## src/rtl/dmxut_pkg.sv

```systemverilog
// Shared constants, codes and types of the DMX universe transmitter.
package dmxut_pkg;

  localparam int unsigned MAX_SLOTS  = 512;
  localparam int unsigned SLOT_DEPTH = MAX_SLOTS + 1;
  localparam int unsigned SLOT_W     = $clog2(SLOT_DEPTH);
  localparam int unsigned BYTE_W     = 8;
  localparam int unsigned MODE_W     = 2;
  localparam int unsigned KIND_W     = 3;
  localparam int unsigned CFG_IDX_W  = 2;
  localparam int unsigned CFG_DATA_W = SLOT_W;

  localparam logic [CFG_IDX_W-1:0] CFG_SLOT_COUNT = CFG_IDX_W'(0);
  localparam logic [CFG_IDX_W-1:0] CFG_TX_ENABLE  = CFG_IDX_W'(1);

  typedef enum logic [MODE_W-1:0] {
    MODE_WRITE = 2'd0,
    MODE_READ  = 2'd1,
    MODE_CLEAR = 2'd2,
    MODE_TICK  = 2'd3
  } mode_e;

  typedef enum logic [KIND_W-1:0] {
    KIND_BREAK = 3'd0,
    KIND_SLOT  = 3'd1,
    KIND_READ  = 3'd2,
    KIND_ACK   = 3'd3,
    KIND_ERROR = 3'd4
  } kind_e;

  typedef enum logic {
    ST_CLEAR = 1'b0,
    ST_RUN   = 1'b1
  } ctl_state_e;

  typedef struct packed {
    logic              valid;
    kind_e             kind;
    logic [SLOT_W-1:0] slot_index;
    logic              frame_end;
    logic              use_mem;
  } pend_t;

  typedef struct packed {
    logic clearing;
  } ctl_sts_t;

endpackage

```

## src/rtl/dmxut_if.sv

```systemverilog
// Request, result and configuration channel interfaces.
interface dmxut_cmd_if;
  logic                          valid;
  logic                          ready;
  logic [dmxut_pkg::MODE_W-1:0]  mode;
  logic [dmxut_pkg::SLOT_W-1:0]  address;
  logic [dmxut_pkg::BYTE_W-1:0]  value;

  modport source (output valid, mode, address, value, input ready);
  modport sink (input valid, mode, address, value, output ready);
endinterface

interface dmxut_res_if;
  logic                          valid;
  logic                          ready;
  logic [dmxut_pkg::KIND_W-1:0]  kind;
  logic [dmxut_pkg::BYTE_W-1:0]  byte_out;
  logic [dmxut_pkg::SLOT_W-1:0]  slot_index;
  logic                          frame_end;

  modport source (output valid, kind, byte_out, slot_index, frame_end, input ready);
  modport sink (input valid, kind, byte_out, slot_index, frame_end, output ready);
endinterface

interface dmxut_cfg_if;
  logic                              valid;
  logic                              ready;
  logic [dmxut_pkg::CFG_IDX_W-1:0]   index;
  logic [dmxut_pkg::CFG_DATA_W-1:0]  data;

  modport source (output valid, index, data, input ready);
  modport sink (input valid, index, data, output ready);
endinterface

```

## src/rtl/dmxut_ram.sv

```systemverilog
// Generic single-write, single-read RAM with registered read data.
module dmxut_ram #(
  parameter int unsigned Width = 8,
  parameter int unsigned Depth = 16
) (
  input  logic                     clk_i,
  input  logic                     we_i,
  input  logic [$clog2(Depth)-1:0] waddr_i,
  input  logic [Width-1:0]         wdata_i,
  input  logic                     re_i,
  input  logic [$clog2(Depth)-1:0] raddr_i,
  output logic [Width-1:0]         rdata_o
);

  logic [Width-1:0] mem_q [Depth];
  logic [Width-1:0] rdata_q;

  always_ff @(posedge clk_i) begin
    if (we_i) begin
      mem_q[waddr_i] <= wdata_i;
    end
    if (re_i) begin
      rdata_q <= mem_q[raddr_i];
    end
  end

  assign rdata_o = rdata_q;

endmodule

```

## src/rtl/dmxut_ctrl.sv

```systemverilog
// Request decode, configuration registers, frame position and clearing sweep.
module dmxut_ctrl (
  input  logic                           clk_i,
  input  logic                           rst_ni,
  dmxut_cmd_if.sink                      cmd_i,
  dmxut_cfg_if.sink                      cfg_i,
  input  logic                           space_i,
  output dmxut_pkg::pend_t               req_o,
  output dmxut_pkg::ctl_sts_t            sts_o,
  output logic                           ram_we_o,
  output logic [dmxut_pkg::SLOT_W-1:0]   ram_waddr_o,
  output logic [dmxut_pkg::BYTE_W-1:0]   ram_wdata_o,
  output logic                           ram_re_o,
  output logic [dmxut_pkg::SLOT_W-1:0]   ram_raddr_o
);

  dmxut_pkg::ctl_state_e             state_q, state_d;
  logic [dmxut_pkg::SLOT_W-1:0]      clr_addr_q, clr_addr_d;
  logic [dmxut_pkg::SLOT_W-1:0]      pos_q, pos_d;
  logic [dmxut_pkg::SLOT_W-1:0]      slot_count_q;
  logic                              tx_en_q;
  logic [dmxut_pkg::SLOT_W-1:0]      count_eff;
  logic [dmxut_pkg::SLOT_W-1:0]      slot;
  logic                              accept;
  logic                              in_range;
  logic                              frame_cut;
  logic                              last;
  logic                              clear_done;

  localparam logic [dmxut_pkg::SLOT_W-1:0] MaxSlot = dmxut_pkg::SLOT_W'(dmxut_pkg::MAX_SLOTS);
  localparam logic [dmxut_pkg::SLOT_W-1:0] One     = dmxut_pkg::SLOT_W'(1);

  assign cfg_i.ready = 1'b1;
  assign cmd_i.ready = (state_q == dmxut_pkg::ST_RUN) && space_i;
  assign accept      = cmd_i.valid && cmd_i.ready;
  assign clear_done  = (clr_addr_q == MaxSlot);

  always_comb begin
    count_eff = slot_count_q;
    if (slot_count_q == '0) begin
      count_eff = One;
    end else if (slot_count_q > MaxSlot) begin
      count_eff = MaxSlot;
    end
  end

  assign in_range  = (cmd_i.address != '0) && (cmd_i.address <= count_eff);
  assign slot      = pos_q - One;
  assign frame_cut = (pos_q == '0) || (slot > count_eff);
  assign last      = (slot == count_eff);

  always_comb begin
    state_d    = state_q;
    clr_addr_d = '0;
    unique case (state_q)
      dmxut_pkg::ST_CLEAR: begin
        if (clear_done) begin
          state_d = dmxut_pkg::ST_RUN;
        end else begin
          clr_addr_d = clr_addr_q + One;
        end
      end
      dmxut_pkg::ST_RUN: begin
        if (accept && (dmxut_pkg::mode_e'(cmd_i.mode) == dmxut_pkg::MODE_CLEAR)) begin
          state_d = dmxut_pkg::ST_CLEAR;
        end
      end
      default: state_d = dmxut_pkg::ST_CLEAR;
    endcase
  end

  always_comb begin
    req_o       = '0;
    pos_d       = pos_q;
    ram_we_o    = 1'b0;
    ram_waddr_o = cmd_i.address;
    ram_wdata_o = cmd_i.value;
    ram_re_o    = 1'b0;
    ram_raddr_o = cmd_i.address;
    sts_o.clearing = (state_q == dmxut_pkg::ST_CLEAR);
    unique case (state_q)
      dmxut_pkg::ST_CLEAR: begin
        ram_we_o    = 1'b1;
        ram_waddr_o = clr_addr_q;
        ram_wdata_o = '0;
      end
      dmxut_pkg::ST_RUN: begin
        if (accept) begin
          unique case (dmxut_pkg::mode_e'(cmd_i.mode))
            dmxut_pkg::MODE_WRITE: begin
              req_o.valid = 1'b1;
              req_o.kind  = in_range ? dmxut_pkg::KIND_ACK : dmxut_pkg::KIND_ERROR;
              ram_we_o    = in_range;
            end
            dmxut_pkg::MODE_READ: begin
              req_o.valid = 1'b1;
              if (in_range) begin
                req_o.kind       = dmxut_pkg::KIND_READ;
                req_o.slot_index = cmd_i.address;
                req_o.use_mem    = 1'b1;
                ram_re_o         = 1'b1;
              end else begin
                req_o.kind = dmxut_pkg::KIND_ERROR;
              end
            end
            dmxut_pkg::MODE_CLEAR: begin
              req_o.valid = 1'b1;
              req_o.kind  = dmxut_pkg::KIND_ACK;
            end
            dmxut_pkg::MODE_TICK: begin
              if (!tx_en_q) begin
                pos_d = '0;
              end else if (frame_cut) begin
                req_o.valid = 1'b1;
                req_o.kind  = dmxut_pkg::KIND_BREAK;
                pos_d       = One;
              end else begin
                req_o.valid      = 1'b1;
                req_o.kind       = dmxut_pkg::KIND_SLOT;
                req_o.slot_index = slot;
                req_o.frame_end  = last;
                req_o.use_mem    = 1'b1;
                ram_re_o         = 1'b1;
                ram_raddr_o      = slot;
                pos_d            = last ? '0 : pos_q + One;
              end
            end
            default: req_o = '0;
          endcase
        end
      end
      default: ram_we_o = 1'b0;
    endcase
  end

  always_ff @(posedge clk_i or negedge rst_ni) begin
    if (!rst_ni) begin
      state_q      <= dmxut_pkg::ST_CLEAR;
      clr_addr_q   <= '0;
      pos_q        <= '0;
      slot_count_q <= MaxSlot;
      tx_en_q      <= 1'b1;
    end else begin
      state_q    <= state_d;
      clr_addr_q <= clr_addr_d;
      pos_q      <= pos_d;
      if (cfg_i.valid && cfg_i.ready) begin
        if (cfg_i.index == dmxut_pkg::CFG_SLOT_COUNT) begin
          slot_count_q <= cfg_i.data[dmxut_pkg::SLOT_W-1:0];
        end else if (cfg_i.index == dmxut_pkg::CFG_TX_ENABLE) begin
          tx_en_q <= cfg_i.data[0];
        end
      end
    end
  end

endmodule

```

## src/rtl/dmxut_resp.sv

```systemverilog
// Pending stage that merges memory read data, followed by the result register.
module dmxut_resp (
  input  logic                          clk_i,
  input  logic                          rst_ni,
  input  dmxut_pkg::pend_t              req_i,
  input  logic [dmxut_pkg::BYTE_W-1:0]  rdata_i,
  output logic                          space_o,
  dmxut_res_if.source                   res_o
);

  dmxut_pkg::pend_t              pend_q;
  logic                          out_valid_q;
  dmxut_pkg::kind_e              kind_q;
  logic [dmxut_pkg::BYTE_W-1:0]  byte_q;
  logic [dmxut_pkg::SLOT_W-1:0]  idx_q;
  logic                          end_q;
  logic                          move;

  assign space_o = !out_valid_q || res_o.ready;
  assign move    = pend_q.valid && space_o;

  always_ff @(posedge clk_i or negedge rst_ni) begin
    if (!rst_ni) begin
      pend_q      <= '0;
      out_valid_q <= 1'b0;
    end else begin
      if (space_o) begin
        pend_q      <= req_i;
        out_valid_q <= pend_q.valid;
      end
    end
  end

  always_ff @(posedge clk_i) begin
    if (move) begin
      kind_q <= pend_q.kind;
      byte_q <= pend_q.use_mem ? rdata_i : '0;
      idx_q  <= pend_q.slot_index;
      end_q  <= pend_q.frame_end;
    end
  end

  assign res_o.valid      = out_valid_q;
  assign res_o.kind       = kind_q;
  assign res_o.byte_out   = byte_q;
  assign res_o.slot_index = idx_q;
  assign res_o.frame_end  = end_q;

endmodule

```

## src/rtl/dmx_universe_transmitter_core.sv

```systemverilog
// Top level of the DMX universe transmitter.
// The block holds 513 slot bytes, slot 0 being the start code, in one RAM.
// Requests arrive on cmd_i: write, read, clear all, or transmit tick. Each
// request gives at most one result on res_o; a tick while sending is off
// gives none. Configuration writes on cfg_i set the slot count (index 0) and
// the send enable (index 1); they are always ready and take effect at once.
// A request's result passes through the pending stage, which meets the slot
// RAM read data, and then the result register before it is valid on res_o.
// While results are taken, one request is accepted every cycle. After reset,
// and after every clear request, a sweep writes zero into all 513 entries,
// one per cycle, and cmd_i is not ready during the sweep; results still
// drain and configuration writes are still taken during the sweep.
// When the receiver stalls, the result register holds, one further request
// is held in the pending stage, and cmd_i then drops ready.
// Reset sets the slot count to 512, enables sending and restarts the frame.
module dmx_universe_transmitter_core (
  input  logic         clk_i,
  input  logic         rst_ni,
  dmxut_cmd_if.sink    cmd_i,
  dmxut_cfg_if.sink    cfg_i,
  dmxut_res_if.source  res_o
);

  dmxut_pkg::pend_t              req;
  dmxut_pkg::ctl_sts_t           sts;
  logic                          space;
  logic                          ram_we;
  logic [dmxut_pkg::SLOT_W-1:0]  ram_waddr;
  logic [dmxut_pkg::BYTE_W-1:0]  ram_wdata;
  logic                          ram_re;
  logic [dmxut_pkg::SLOT_W-1:0]  ram_raddr;
  logic [dmxut_pkg::BYTE_W-1:0]  ram_rdata;

  dmxut_ctrl u_ctrl (
    .clk_i       (clk_i),
    .rst_ni      (rst_ni),
    .cmd_i       (cmd_i),
    .cfg_i       (cfg_i),
    .space_i     (space),
    .req_o       (req),
    .sts_o       (sts),
    .ram_we_o    (ram_we),
    .ram_waddr_o (ram_waddr),
    .ram_wdata_o (ram_wdata),
    .ram_re_o    (ram_re),
    .ram_raddr_o (ram_raddr)
  );

  dmxut_ram #(
    .Width (dmxut_pkg::BYTE_W),
    .Depth (dmxut_pkg::SLOT_DEPTH)
  ) u_ram (
    .clk_i   (clk_i),
    .we_i    (ram_we),
    .waddr_i (ram_waddr),
    .wdata_i (ram_wdata),
    .re_i    (ram_re),
    .raddr_i (ram_raddr),
    .rdata_o (ram_rdata)
  );

  dmxut_resp u_resp (
    .clk_i   (clk_i),
    .rst_ni  (rst_ni),
    .req_i   (req),
    .rdata_i (ram_rdata),
    .space_o (space),
    .res_o   (res_o)
  );

  a_no_accept_in_sweep : assert property (@(posedge clk_i) disable iff (!rst_ni)
    sts.clearing |-> !(cmd_i.valid && cmd_i.ready))
    else $error("Request accepted during the clearing sweep.");

  a_write_source : assert property (@(posedge clk_i) disable iff (!rst_ni)
    (ram_we && !sts.clearing) |->
      (cmd_i.valid && cmd_i.ready &&
       (cmd_i.mode == dmxut_pkg::MODE_WRITE)))
    else $error("Slot RAM written outside a write request or the sweep.");

  a_mem_result_reads : assert property (@(posedge clk_i) disable iff (!rst_ni)
    (req.valid && req.use_mem) |-> ram_re)
    else $error("Result needs slot data but no RAM read was issued.");

  a_frame_end_on_slot : assert property (@(posedge clk_i) disable iff (!rst_ni)
    (res_o.valid && res_o.frame_end) |-> (res_o.kind == dmxut_pkg::KIND_SLOT))
    else $error("Frame end flagged on a result that is not a slot byte.");

endmodule
```

## src/flat_wrapper.sv

```systemverilog
// flat-port wrapper written by rule: the top's interface ports become plain ports
module dmx_universe_transmitter_core_flat 
  (clk_i, rst_ni, cmd_i_valid, cmd_i_mode, cmd_i_address, cmd_i_value, cmd_i_ready, cfg_i_valid, cfg_i_index, cfg_i_data, cfg_i_ready, res_o_valid, res_o_kind, res_o_byte_out, res_o_slot_index, res_o_frame_end, res_o_ready);
  dmxut_cmd_if cmd_i_i ();
  dmxut_cfg_if cfg_i_i ();
  dmxut_res_if res_o_i ();
  input  logic clk_i;
  input  logic rst_ni;
  input wire logic [$bits(cmd_i_i.valid)-1:0] cmd_i_valid;
  input wire logic [$bits(cmd_i_i.mode)-1:0] cmd_i_mode;
  input wire logic [$bits(cmd_i_i.address)-1:0] cmd_i_address;
  input wire logic [$bits(cmd_i_i.value)-1:0] cmd_i_value;
  output wire logic [$bits(cmd_i_i.ready)-1:0] cmd_i_ready;
  input wire logic [$bits(cfg_i_i.valid)-1:0] cfg_i_valid;
  input wire logic [$bits(cfg_i_i.index)-1:0] cfg_i_index;
  input wire logic [$bits(cfg_i_i.data)-1:0] cfg_i_data;
  output wire logic [$bits(cfg_i_i.ready)-1:0] cfg_i_ready;
  output wire logic [$bits(res_o_i.valid)-1:0] res_o_valid;
  output wire logic [$bits(res_o_i.kind)-1:0] res_o_kind;
  output wire logic [$bits(res_o_i.byte_out)-1:0] res_o_byte_out;
  output wire logic [$bits(res_o_i.slot_index)-1:0] res_o_slot_index;
  output wire logic [$bits(res_o_i.frame_end)-1:0] res_o_frame_end;
  input wire logic [$bits(res_o_i.ready)-1:0] res_o_ready;
  assign cmd_i_i.valid = cmd_i_valid;
  assign cmd_i_i.mode = cmd_i_mode;
  assign cmd_i_i.address = cmd_i_address;
  assign cmd_i_i.value = cmd_i_value;
  assign cmd_i_ready = cmd_i_i.ready;
  assign cfg_i_i.valid = cfg_i_valid;
  assign cfg_i_i.index = cfg_i_index;
  assign cfg_i_i.data = cfg_i_data;
  assign cfg_i_ready = cfg_i_i.ready;
  assign res_o_valid = res_o_i.valid;
  assign res_o_kind = res_o_i.kind;
  assign res_o_byte_out = res_o_i.byte_out;
  assign res_o_slot_index = res_o_i.slot_index;
  assign res_o_frame_end = res_o_i.frame_end;
  assign res_o_i.ready = res_o_ready;
  dmx_universe_transmitter_core u_core (.clk_i(clk_i), .rst_ni(rst_ni), .cmd_i(cmd_i_i), .cfg_i(cfg_i_i), .res_o(res_o_i));
endmodule
```

## config.mk

```make
export PLATFORM = sky130hd
export DESIGN_NAME = dmx_universe_transmitter_core_flat
export DESIGN_NICKNAME = d
export VERILOG_FILES = /design/src/rtl/dmxut_pkg.sv /design/src/rtl/dmxut_if.sv /design/src/rtl/dmxut_ram.sv /design/src/rtl/dmxut_ctrl.sv /design/src/rtl/dmxut_resp.sv /design/src/rtl/dmx_universe_transmitter_core.sv /design/src/flat_wrapper.sv
export SDC_FILE = /design/constraint.sdc
export NUM_CORES = 2
export LEC_CHECK = 0
export ABC_AREA = 0
export BUFFER_PORTS_ARGS = -buffer_cell sky130_fd_sc_hd__buf_4
export CAP_MARGIN = 0
export CORE_AREA = 2 2 585 587
export CTS_BUF_LIST = sky130_fd_sc_hd__clkbuf_8
export CTS_CLUSTER_SIZE = 14
export DETAILED_ROUTE_END_ITERATION = 16
export DIE_AREA = 0 0 587 589
export SYNTH_ARGS = -nofsm -noshare
export SYNTH_HDL_FRONTEND = slang
export SYNTH_MEMORY_MAX_BITS = 65536
export SYNTH_SLANG_ARGS = --single-unit
```

## constraint.sdc

```tcl
create_clock -name clk_i -period 16.6 [get_ports clk_i]
set_input_delay 3.32 -clock clk_i [delete_from_list [all_inputs] [get_ports clk_i]]
set_output_delay 3.32 -clock clk_i [all_outputs]
set_load 0.005 [all_outputs]
```

==> flow_metrics.env <==
export IMPL_yosys_area_top_type_share=0.734
export IMPL_period_minus_slack_ns=10.94
export IMPL_syn_nets=11600
export IMPL_maxSlewHeadroom=-0.0623
export IMPL_setup_viol=0
export IMPL_ant_nets=0
export IMPL_syn_area_um2=169000
export IMPL_worst_setup_path_start_kind="register"
export IMPL_die_w_um=587
export IMPL_nets=11800
export IMPL_ff_latch_area_um2=125000
export IMPL_startpoint="u_core.u_ctrl.pos_q[0]"
export IMPL_ff2ff_path_depth=22
export IMPL_outcome="finished, violations left"
export IMPL_end_kind="register"
export IMPL_overflow=0
export IMPL_cp_required_ns=17.52
export IMPL_tightest_slew_ns=1.57
export IMPL_clock_fmax_ghz=0.0914
export IMPL_grt_use_total=0.309
export IMPL_yosysUniqueCellTypes=81
export IMPL_io_buffers=60
export IMPL_ios=62
export IMPL_clk_path_buf_depth=4
export IMPL_min_period_over_period=0.659
export IMPL_multi_input_area_um2=40500
export IMPL_synthArstFlopShare=0.0117
export IMPL_cts_setup_buffers=0
export IMPL_dieArea_um2=346000
export IMPL_post_cts_resized=0
export IMPL_cts_tree="done"
export IMPL_p_per_area_nw_per_um2=124
export IMPL_drc=0
export IMPL_crit_type="register to register"
export IMPL_clock_sinks=4183
export IMPL_synth_xor_area_frac=0.000984
export IMPL_dpl_cell_area_um2=175000
export IMPL_num_vias=109000
export IMPL_clock_latency_ns=1.26
export IMPL_tns_ns=0
export IMPL_power_w=0.0231
export IMPL_synth_mux_area_frac=0.0652
export IMPL_hp_class="register to register"
export IMPL_area_growth_synth_to_final_pct=10.5
export IMPL_core_area_um2=339000
export IMPL_finalWirelength_um=550000
export IMPL_synth_adder_area_share=0.00178
export IMPL_synthFlopType="edfxtp_1"
export IMPL_die_y_um=589
export IMPL_design_area_um2=187000
export IMPL_gp_congestion=0.943
export IMPL_clkTransAtPathRegs_ns=0.06
export IMPL_grt_max_degree=213
export IMPL_avgRoutedWirePerCell_um=32.8
export IMPL_rsz0062_at_grt="no"
export IMPL_worstPathArrival_ns=11.87
export IMPL_final_hold_viol_count=0
export IMPL_slew_viol_final=2
export IMPL_synth_area_top_cells="edfxtp_1, mux2i_1, nand2_1"
export IMPL_power_leakage_nw=62.6
export IMPL_num_fill_cells=27300
export IMPL_drtPass1Iterations=9
export IMPL_synth_seq_cells=4183
export IMPL_dp_hpwl_um=337000
export IMPL_synthSimpleGateAreaFrac=0.0709
export IMPL_clockRootBuffer="clkbuf_8"
export IMPL_drt_iter0_drc=16900
export IMPL_vias_per_cell=6.49
export IMPL_syn_area_per_cell_um2=14.7
export IMPL_finalClockSkew_ns=0.0890
export IMPL_maxCapViolCount=1
export IMPL_start_util=0.499
export IMPL_cts_buffers=672
export IMPL_cp_max_fo=77
export IMPL_ys_warn_count=0
export IMPL_violations="max-capacitance violations, max-slew violations"
export IMPL_synth_compound_area_frac=0.0975
export IMPL_yosysTopAreaCell="edfxtp_1"
export IMPL_min_from="u_core.u_resp.pend_q[8]"
export IMPL_ys_seq_area_frac=0.741
export IMPL_grt_pass1_wl_um=768000
export IMPL_holdBufCountCts=0
export IMPL_synth_top_family_by_area="compound AO/OA/AOI/OAI gates"
export IMPL_syn_inst=11500
export IMPL_irDropWorstVdd_mv=0.0964
export IMPL_whs_path_depth=0
export IMPL_drive_gt1_frac=0.120
export IMPL_rows=214
export IMPL_synth_edff_count=4134
export IMPL_grt_pass1_vias=103000
export IMPL_regToRegStartpoint="u_core.u_ctrl.pos_q[0]"
export IMPL_grt_antenna_before_repair=44
export IMPL_htreeDepth=6
## synthesized netlist by cell type, types with 24 or more instances
cell       number
buf_4          28
nor2_1        110
buf_1          73
a2111oi_0      56
a21boi_0       35
mux4_2         82
or4_1          47
buf_2         213
nand3_1       258
a31oi_1        62
a211oi_1       97
o22ai_1       340
mux2i_1       792
o41ai_1        36
nand4_1        30
mux2_2        102
a21oi_1      1216
and3_1         69
o21ai_0       218
edfxtp_1     4134
a221oi_1       80
a32oi_1       135
a22oi_1        33
inv_1          27
a311oi_1       82
nor4_1        190
nor3_1         58
ha_1           24
dfrtp_1        47
and2_1         27
clkbuf_1      523
nand2_1      1953
## metrics by stage
stage               std cells  setup WS (ns)   util  hold WS (ns)
CTS                     16800           6.29  0.551         0.453
detailed placement      15600           6.01  0.515         0.439
global placement        15600           6.13  0.515         0.433
global route            16800           5.77  0.551         0.472
finish                  16800           5.66  0.551         0.453
floorplan               11500           5.37      -         0.425
## flip-flops by register name, indices dropped and copies added (netlist names)
signal,flops
u_core.u_ctrl.state_q,1
u_core.u_ram.rdata_o,8
u_core.u_resp.pend_q,16
u_core.u_ctrl.slot_count_q,10
u_core.u_resp.res_o.byte_out,8
u_core.u_resp.res_o.slot_index,10
u_core.u_ctrl.clr_addr_q,10
u_core.u_ctrl.pos_q,10
u_core.u_ram.mem_q,4104
u_core.u_resp.res_o.frame_end,1
u_core.u_resp.res_o.valid,1
u_core.u_resp.res_o.kind,3
u_core.u_ctrl.tx_en_q,1
## layer usage
metal  part of all wire  global-route usage
met5            0.00043                   0
met4              0.049               0.138
met3               0.13              0.0890
met2               0.44               0.450
met1               0.39               0.432
## worst max-delay path: stages (launching register included)
cell and delay (ns):
dfrtp_2 0.63, buf_4 0.57, inv_2 0.08, ha_1 0.25
nand2b_1 0.17, nor2_1 0.08, xnor2_1 0.92, inv_1 0.12
ha_1 0.33, and4_1 0.18, and4_1 0.28, or2_2 0.40
o21ai_4 0.64, buf_4 0.71, mux2_8 0.85, buf_4 0.60
buf_4 0.70, o22ai_1 0.19, o41ai_1 1.27, o32a_1 0.42
o21ai_0 0.26, o2111ai_1 0.52, o221ai_1 0.31
## cell type report
| class | instances | share of cell area |
|---|---|---|
| Antenna cell | 17 | 0.000228 |
| Clock buffer | 693 | 0.0511 |
| Clock inverter | 507 | 0.0137 |
| Inverter | 28 | 0.000563 |
| Multi-Input combinational cell | 6455 | 0.217 |
| Sequential cell | 4183 | 0.671 |
| Tap cell | 4536 | 0.0304 |
| Timing Repair Buffer | 363 | 0.0162 |
## where the power goes
part	switching [W]	total, W	internal (W)
logic	0.00225	0.00282	0.000566
registers	0.0000509	0.0121	0.0121
clock network	0.00411	0.00819	0.00408
## kinds of logic (layout without fill, tap and decap cells)
| logic type | count (synthesis) | in the layout |
|---|---|---|
| DFF | 4183 | 4183 |
| and+or+nand+nor | 2788 | 2788 |
| AOI/OAI and AO/OA | 2637 | 2637 |
| muxes | 986 | 986 |
| buffers and inverters | 878 | 1591 |
| adders and majority gates | 24 | 24 |
| xor gates and xnor gates | 19 | 19 |
| other | 1 | 18 |
## cell usage in the layout (no fill, tap or decap), drive strengths merged, types with 56 or more instances in the layout
master	count
a32oi	135
mux2i	792
a31oi	62
mux2	112
edfxtp	4134
a211oi	100
o21ai	220
and3	69
a21oi	1216
o22ai	340
nor3	58
mux4	82
buf	363
nor2	111
nand3	258
a221oi	80
a311oi	82
nand2	1953
nor4	190
a2111oi	56
clkbuf	693
inv	279
clkinv	224
## path summary, 6_finish.rpt
path	end	slack, ns
setup / recovery	u_core.u_ram.rdata_o[1]	5.66
hold / removal	u_core.u_resp.res_o.slot_index[6]	0.45
setup reg to reg	u_core.u_ram.rdata_o[1]	5.66
hold reg to reg	u_core.u_resp.res_o.slot_index[6]	0.45
max in group asynchronous	u_core.u_ctrl.state_q	13.95
min in group asynchronous	u_core.u_resp.pend_q[1]	2.12
No activity file was read; power rests on OpenSTA's default activity.
